$ cat config.mk
export PLATFORM = sky130hd
export DESIGN_NAME = bilc_ctrl
export DESIGN_NICKNAME = d
export VERILOG_FILES = /design/src/hw/rtl/bilc_pkg.sv /design/src/hw/rtl/bilc_ctrl.sv
export SDC_FILE = /design/constraint.sdc
export NUM_CORES = 1
export LEC_CHECK = 0
export ABC_AREA = 1
export BUFFER_PORTS_ARGS = -buffer_cell sky130_fd_sc_hd__buf_2
export CORE_AREA = 4 4 41 43
export DETAILED_ROUTE_END_ITERATION = 16
export DIE_AREA = 0 0 45 47
export PLACE_DENSITY = 0.65
export SLEW_MARGIN = 20
export SYNTH_ARGS = -nofsm -noshare
export SYNTH_HDL_FRONTEND = slang
export SYNTH_SLANG_ARGS = --single-unit
$ cat constraint.sdc
create_clock -name i_clk -period 1.5 [get_ports i_clk]
set_clock_uncertainty 0.1 [all_clocks]
set_input_delay 0 -clock i_clk [delete_from_list [all_inputs] [get_ports i_clk]]
set_output_delay 0 -clock i_clk [all_outputs]
set_load 0.01 [all_outputs]
$ cat src/hw/rtl/bilc_pkg.sv
// Package for the bitmap index list codec: widths, codes, state and
// controller/datapath command and status types. No dependencies.
package bilc_pkg;

    localparam int unsigned BILC_BITMAP_BITS = 4096;

    localparam int unsigned CMD_W      = 2;
    localparam int unsigned BYTE_W     = 8;
    localparam int unsigned COUNT_W    = 13;
    localparam int unsigned ESIZE_W    = 3;
    localparam int unsigned LIMIT_W    = 13;
    localparam int unsigned CFG_IDX_W  = 1;
    localparam int unsigned CFG_DATA_W = 13;
    localparam int unsigned ACC_W      = 32;

    localparam logic [BYTE_W-1:0]  LIST_END  = 8'hff;
    localparam logic [COUNT_W-1:0] COUNT_MAX = 13'h1fff;

    localparam logic [ESIZE_W-1:0] RST_ELEMENT_SIZE = 3'd2;
    localparam logic [LIMIT_W-1:0] RST_BITS_IN_USE  = 13'd4096;

    typedef logic [CMD_W-1:0] t_cmd;
    localparam t_cmd CMD_CLEAR = 2'd0;
    localparam t_cmd CMD_LOAD  = 2'd1;
    localparam t_cmd CMD_EMIT  = 2'd2;

    typedef logic [CFG_IDX_W-1:0] t_cfg_idx;
    localparam t_cfg_idx CFG_ELEMENT_SIZE = 1'd0;
    localparam t_cfg_idx CFG_BITS_IN_USE  = 1'd1;

    typedef enum logic [2:0] {
        ST_CLEAR,
        ST_IDLE,
        ST_LOAD,
        ST_LOAD_CHK,
        ST_LOAD_WR,
        ST_EMIT,
        ST_SCAN_RD,
        ST_SCAN_CHK
    } t_state;

    typedef struct packed {
        logic byte_take;     // latch the load byte
        logic clr_cursors;   // zero cursors and counts
        logic clr_write;     // sweep one bitmap word to zero
        logic load_shift;    // shift byte into accumulator
        logic load_term_put; // list end seen on load
        logic load_rd;       // read word of the loaded index
        logic load_put;      // element complete: set bit, report
        logic scan_rd;       // read word at scan cursor
        logic scan_chk;      // look for next set bit in read word
        logic scan_term_put; // no set bit left: emit terminator
        logic emit_put;      // emit one byte of current index
    } t_dp_cmd;

    typedef struct packed {
        logic load_term;
        logic load_done;
        logic in_range;
        logic out_free;
        logic pending;
        logic scan_end;
        logic hit;
        logic clr_last;
    } t_dp_sts;

endpackage

$ cat src/hw/rtl/bilc_ctrl.sv
// Controller state machine: accepts items, sequences clear sweep, load
// read-modify-write and emit scan. Depends on bilc_pkg.
module bilc_ctrl import bilc_pkg::*; (
    input  logic    i_clk,
    input  logic    i_rst_n,
    input  logic    i_in_valid,
    input  t_cmd    i_in_cmd,
    output logic    o_in_ready,
    input  t_dp_sts i_sts,
    output t_dp_cmd o_cmd
);

    t_state r_state;
    t_state n_state;
    logic   accept;

    assign accept = i_in_valid && (r_state == ST_IDLE);

    always_ff @(posedge i_clk) begin
        if (!i_rst_n) begin
            r_state <= ST_CLEAR;
        end else begin
            r_state <= n_state;
        end
    end

    always_comb begin
        n_state = r_state;
        unique case (r_state)
            ST_CLEAR: begin
                if (i_sts.clr_last) n_state = ST_IDLE;
            end
            ST_IDLE: begin
                if (accept) begin
                    unique case (i_in_cmd)
                        CMD_CLEAR: n_state = ST_CLEAR;
                        CMD_LOAD:  n_state = ST_LOAD;
                        CMD_EMIT:  n_state = ST_EMIT;
                        default:   n_state = ST_IDLE;
                    endcase
                end
            end
            ST_LOAD: begin
                if (i_sts.load_term) begin
                    if (i_sts.out_free) n_state = ST_IDLE;
                end else if (i_sts.load_done) begin
                    n_state = ST_LOAD_CHK;
                end else begin
                    n_state = ST_IDLE;
                end
            end
            ST_LOAD_CHK: begin
                if (i_sts.in_range) begin
                    n_state = ST_LOAD_WR;
                end else if (i_sts.out_free) begin
                    n_state = ST_IDLE;
                end
            end
            ST_LOAD_WR: begin
                if (i_sts.out_free) n_state = ST_IDLE;
            end
            ST_EMIT: begin
                if (!i_sts.pending) begin
                    n_state = ST_SCAN_RD;
                end else if (i_sts.out_free) begin
                    n_state = ST_IDLE;
                end
            end
            ST_SCAN_RD: begin
                if (!i_sts.scan_end) begin
                    n_state = ST_SCAN_CHK;
                end else if (i_sts.out_free) begin
                    n_state = ST_IDLE;
                end
            end
            ST_SCAN_CHK: begin
                n_state = i_sts.hit ? ST_EMIT : ST_SCAN_RD;
            end
            default: n_state = ST_CLEAR;
        endcase
    end

    always_comb begin
        o_cmd      = '0;
        o_in_ready = 1'b0;
        unique case (r_state)
            ST_CLEAR: o_cmd.clr_write = 1'b1;
            ST_IDLE: begin
                o_in_ready        = 1'b1;
                o_cmd.clr_cursors = accept && (i_in_cmd == CMD_CLEAR);
                o_cmd.byte_take   = accept && (i_in_cmd == CMD_LOAD);
            end
            ST_LOAD: begin
                if (i_sts.load_term) begin
                    o_cmd.load_term_put = i_sts.out_free;
                end else begin
                    o_cmd.load_shift = 1'b1;
                end
            end
            ST_LOAD_CHK: begin
                if (i_sts.in_range) begin
                    o_cmd.load_rd = 1'b1;
                end else begin
                    o_cmd.load_put = i_sts.out_free;
                end
            end
            ST_LOAD_WR: o_cmd.load_put = i_sts.out_free;
            ST_EMIT:    o_cmd.emit_put = i_sts.pending && i_sts.out_free;
            ST_SCAN_RD: begin
                if (i_sts.scan_end) begin
                    o_cmd.scan_term_put = i_sts.out_free;
                end else begin
                    o_cmd.scan_rd = 1'b1;
                end
            end
            ST_SCAN_CHK: o_cmd.scan_chk = 1'b1;
            default: o_cmd = '0;
        endcase
    end

endmodule

=== After elaboration in Yosys (flattened, before gate mapping) ===
Index checks and enable logic that the tools add are counted.

* Bits in writable memories: 0
* Output and inout port bits: 12
* Bits in registers: 3
* Latch bits: 0
* Memories kept: 0
* ROM bits: 0
* Word-level logic and storage cells: 46
* Input bits: 13

* Eq/ne operators: 11
* $mul: 0
* Shift operators: 0
* Magnitude comparators: 0
* Mux-type cells: 27
* Bitwise gates (word level): 0
* Reductions and logical operators: 7
* Div/mod/pow operators: 0
* Add/subtract/negate cells: 0

{| class="wikitable"
|+ Operators with widths
! kind !! number
|-
| one-hot mux 3 bit (8 select lines) || 1
|-
| two-way mux 3 bit || 7
|-
| two-way mux 1 bit || 13
|-
| equality test 3 bit (second input constant) || 4
|-
| one-hot mux 3 bit (3 select lines) || 1
|-
| two-way mux 2 bit || 4
|-
| equality test 3 x 2 -> 1 bit (second input constant) || 2
|-
| logical AND 1 bit || 4
|-
| inequality test 2 bit (second input constant) || 2
|-
| equality test 3 x 1 -> 1 bit (second input constant) || 1
|-
| zero test 3 bit || 1
|-
| equality test 2 x 1 -> 1 bit (second input constant) || 1
|-
| equality test 2 bit (second input constant) || 1
|-
| zero test 2 bit || 1
|-
| one-hot mux 1 bit (2 select lines) || 1
|-
| AND reduction 2 bit || 1
|}

=== Logic depth before layout (Yosys ltp) ===
* Word-level depth: 4
* Gate-level depth with buffers: 9
* Mapped depth without buffers: 9

=== Least setup slack after synthesis ===
OpenSTA, ideal clock, no wires.

* Kind: reg2reg
* Start point: register r_state[2]
* End point: register r_state[2]
* Data required time: 1.344 ns
* Clock period less this slack: 1.206 ns
* Path buffers: 1
* Setup time: 0.056 ns
* Arrival time: 1.050 ns
* Stages on the path, launching flop included: 9
* Setup slack: 0.294 ns
* Path through: dfxtp_1 > buf_4 > inv_4 > nand3_1 > nor2_1 > nor2_1 > nand3_2 > nand2_1 > inv_1

* Longest elaborated chain between the ends: 4
* Elaborated cells between the ends (all ways): 18
* Classes of those cells: 9 x eq/ne; 6 x mux; 3 x reduce/logical

{| class="wikitable"
|+ RTL lines
! item !! RTL line !! text
|-
| start, declared || bilc_ctrl.sv:13 || <nowiki>t_state r_state;</nowiki>
|-
| start signal, assigned || bilc_ctrl.sv:23 || <nowiki>r_state <= n_state;</nowiki>
|-
| equality test 3 x 1 -> 1 bit || bilc_ctrl.sv:17, bilc_ctrl.sv:29 ||
|-
| logical AND 1 bit || bilc_ctrl.sv:17 || <nowiki>assign accept = i_in_valid && (r_state == ST_IDLE);</nowiki>
|-
| inequality test 2 bit (no source line) || n/a ||
|-
| AND reduction 2 bit (no source line) || n/a ||
|}

Parallel ways exist; a longest one is shown, timed or not.
A chain may end at the register's enable or synchronous reset.

==> impl_metrics.yaml <==
status:
  outcome: "complete, no violations"
setup_path:
  cp_max_fo: 7
  setup.worst_path.class: "register to output port"
  required_ns: 1.40
  crit_path_start: "r_state[0]"
  timing.critical_path.arrival_ns: 1.26
  crit-reg2reg-launch: "r_state[0]"
  worst_path_max_delay_cell: "sky130_fd_sc_hd__dfxtp_2"
  critical_path.cell_chain: "inv_2, nor2_4, nand2_2, nor4_1, buf_2"
  r2r_cells: 9
  worstSetupStartpointType: "register"
  end_kind: "output port"
  worst_path_dominant_cell_family: "flip-flops"
  worst_r2r_endpoint: "r_state[1]"
  cpPeakStageDelay_ns: 0.39
  cp_num_buf_inv: 2
  worst-r2r-setup-slack_ns: 0.25
cells_and_area:
  syn2layout_area_growth_pct: 33.33
  layout.nets: 136
  top_regs: "r_state (3)"
  regArea_sq_um: 63.81
  registers.top_by_ff_count: "r_state"
  antenna-diode-count: 0
  final_layout_size_suffix_gt1_share_pct: 32.79
  fin_area_sq_um: 650.6
  fillers: 153
  flip_flop_count_of_the_largest_register_after_layout: 3
  multi_input_logic_area_sq_um: 330.3
timing:
  max-slew-margin-rel_pct: 86.02
  rsz_0062_raised_after_global_routing: "no"
  timing_hold_violations_final: 0
  period_needed_ns: 1.362
  tns_ns: 0
  final_worst_slack_ns: 0.1379
  min_period_over_period_pct: 90.81
  slew_viol_final: 0
  final-setup-viol-count: 0
  fmax_mhz: 734.2
  transition_time_at_the_pin_with_the_least_slew_margin_ns: 0.2077
power:
  power.share.combinational_pct: 30.7
  net-switching-power_uw: 116.3
  power.switching_fraction_pct: 34.09
  power.share.clock_pct: 42.3
  p_leak_nw: 0.4175
  p_total_uw: 341.3
  internal_power_uw: 224.9
  power_per_unit_of_standard_cell_area_mw_per_mm2: 524.5
  pwr-share-seq_pct: 27.0
  vdd.ir_drop.worst_uv: 218.6
placement:
  io_buffers: 24
  post-place-ws_ns: 0.1229
  gp_congestion: 0.8301
  hpwlAfterDp_mm: 1.137
  post_dp_cell_area_sq_um: 608.1
synth:
  synth_edf_count: 0
  syn-cell-area_sq_um: 488.0
  avgSynthCellArea_sq_um: 5.137
  post_synth_main_area_contributors: "sky130_fd_sc_hd__nand2_1 (20%), sky130_fd_sc_hd__inv_1 (14%), sky130_fd_sc_hd__nor2_1 (13%), sky130_fd_sc_hd__dfxtp_1 (12%), sky130_fd_sc_hd__nand3_1 (10%)"
  synth_most_common_cell: "sky130_fd_sc_hd__nand2_1"
  ys.flop_type: "sky130_fd_sc_hd__dfxtp_1"
  yosys-top-cells-count: "sky130_fd_sc_hd__nand2_1 (26), sky130_fd_sc_hd__inv_1 (18), sky130_fd_sc_hd__nor2_1 (17), sky130_fd_sc_hd__nand3_1 (10)"
  synthDominantAreaCellType: "sky130_fd_sc_hd__nand2_1"
  synth_top_area_share_pct: 20.00
  yosys_register_bits: 3
  synth_cell_types: 22
  synth_fp_nets: 108
  synthesis.yosys.warnings: 0
  synth-seq-area-share_pct: 12.31
  syn-instance-count: 95
  async_flop_share_pct: 0
clock_tree:
  ctsHtreeMaxLevel: 1
  clock_tree_from_tritoncts: "yes"
  post-cts-setup-buffers: 0
  cts_made_buffers: 3
  clock_latency_ns: 0.24
  clk_pin_slew_worst_setup_hold_paths_ns: 0.04
  number_of_clock_sinks: 3
  clock_tree.root_cell: "sky130_fd_sc_hd__clkbuf_4"
  cts-root-to-sink-buffers: 2
drt:
  ant_nets: 0
  drc: 0
  first_pass_drt_iterations: 4
  avgViaCountPerCell: 4.635
  wl_per_cell_microns: 9.861
  detail_route.iter0.violations: 14
  drt-total-wl_mm: 1.351
  num_vias: 635
grt:
  grt_overflow_total: 0
  grt_util_all_layers_pct: 14.83
  antenna_found_initial: 0
  via_count_of_the_first_global_routing_pass: 584
  grt_max_degree: 11
  grt_pass1_wl_mm: 2.277
hold_path:
  hold_depth: 5
  min-delay-path-class: "primary input to register"
  worst_hold_startpoint: "i_in_cmd[1]"
  timing.hold.worst_endpoint: "r_state[2]"
floorplanning:
  initial_utilization_pct: 37.50
  die_w_microns: 45
  floorplan.rows: 13
  chipHeight_microns: 47
  floorplan.die_area_sq_mm: 0.002115
  io_pins: 25
  core-area_sq_mm: 0.001301
flow_run:
  cap_violations: 0
## worst min-delay path, stage by stage
cell                      delay [ns]
sky130_fd_sc_hd__buf_2          0.12
sky130_fd_sc_hd__nand3_2        0.09
sky130_fd_sc_hd__nand3_2        0.07
sky130_fd_sc_hd__nand2_1        0.04
sky130_fd_sc_hd__inv_1          0.04
## through the flow
step,std cells,hold WS (ns),util [%]
global placement,132,0.1496,46.73
finish,137,0.05078,50.00
global route,137,0.09086,50.00
detailed placement,132,0.1579,46.73
CTS,137,0.04388,49.62
floorplan,95,-0.05247,-
## power by group through the flow
stage	registers [mW]	clock network, mW	logic (mW)
floorplan	0.0891	0	0.0654
global placement	0.0927	0	0.103
detailed placement	0.0927	0	0.103
CTS	0.0915	0.149	0.105
global route	0.0930	0.154	0.121
finish	0.0923	0.144	0.105
## area by class of cell
type / instances / share of cell area (%)
clock buffer: 4 / 4.038
inverter: 21 / 12.50
multi-input combinational: 69 / 50.77
sequential: 3 / 9.808
tap: 15 / 2.885
timing repair buffer: 25 / 20.00
## per-layer routing
layer  track usage (%)  vias to the layer above  part of all wire (%)
li1                  -                      349                     -
met1             16.74                      261                    43
met2             26.27                       21                    46
met3             3.448                        4                   8.7
met4             7.018                        0                   2.1
met5                 0                        -                     0
## timing repair
action                                  CTS  global route
endpoints found under the setup margin    1             2
endpoints found under the hold margin     2             0
hold buffers                              1             0
resized for setup                         1             3
## layout by cell type, fill, tap and decap left out, types with 2 or more instances in the layout
cell / instances
sky130_fd_sc_hd__buf_2: 24
sky130_fd_sc_hd__clkbuf_4: 3
sky130_fd_sc_hd__dfxtp_2: 3
sky130_fd_sc_hd__inv_1: 18
sky130_fd_sc_hd__nand2_1: 26
sky130_fd_sc_hd__nand3_1: 10
sky130_fd_sc_hd__nand3_2: 3
sky130_fd_sc_hd__nand4_1: 2
sky130_fd_sc_hd__nor2_1: 16
sky130_fd_sc_hd__nor2_2: 2
sky130_fd_sc_hd__o21ai_0: 2
## how the worst max path moves through the flow
stage / to / slack, ns / cells after the start
5_1_grt: o_cmd[6] / 0.01 / 5
4_1_cts: o_cmd[9] / 0.02 / 5
6_report: o_cmd[9] / 0.14 / 5
2_1_floorplan: r_state[2] / 0.29 / 8
3_5_place_dp: r_state[0] / 0.12 / 7
3_3_place_gp: r_state[0] / 0.09 / 7
## logic make-up after synthesis
family | Yosys count | share of synthesized area (%)
flip-flops | 3 | 12.31
AO/OA/AOI/OAI | 5 | 6.410
buffers and inverters | 23 | 20.51
AND/OR/NAND/NOR | 64 | 60.77
Power figures use the tool's default switching activity.
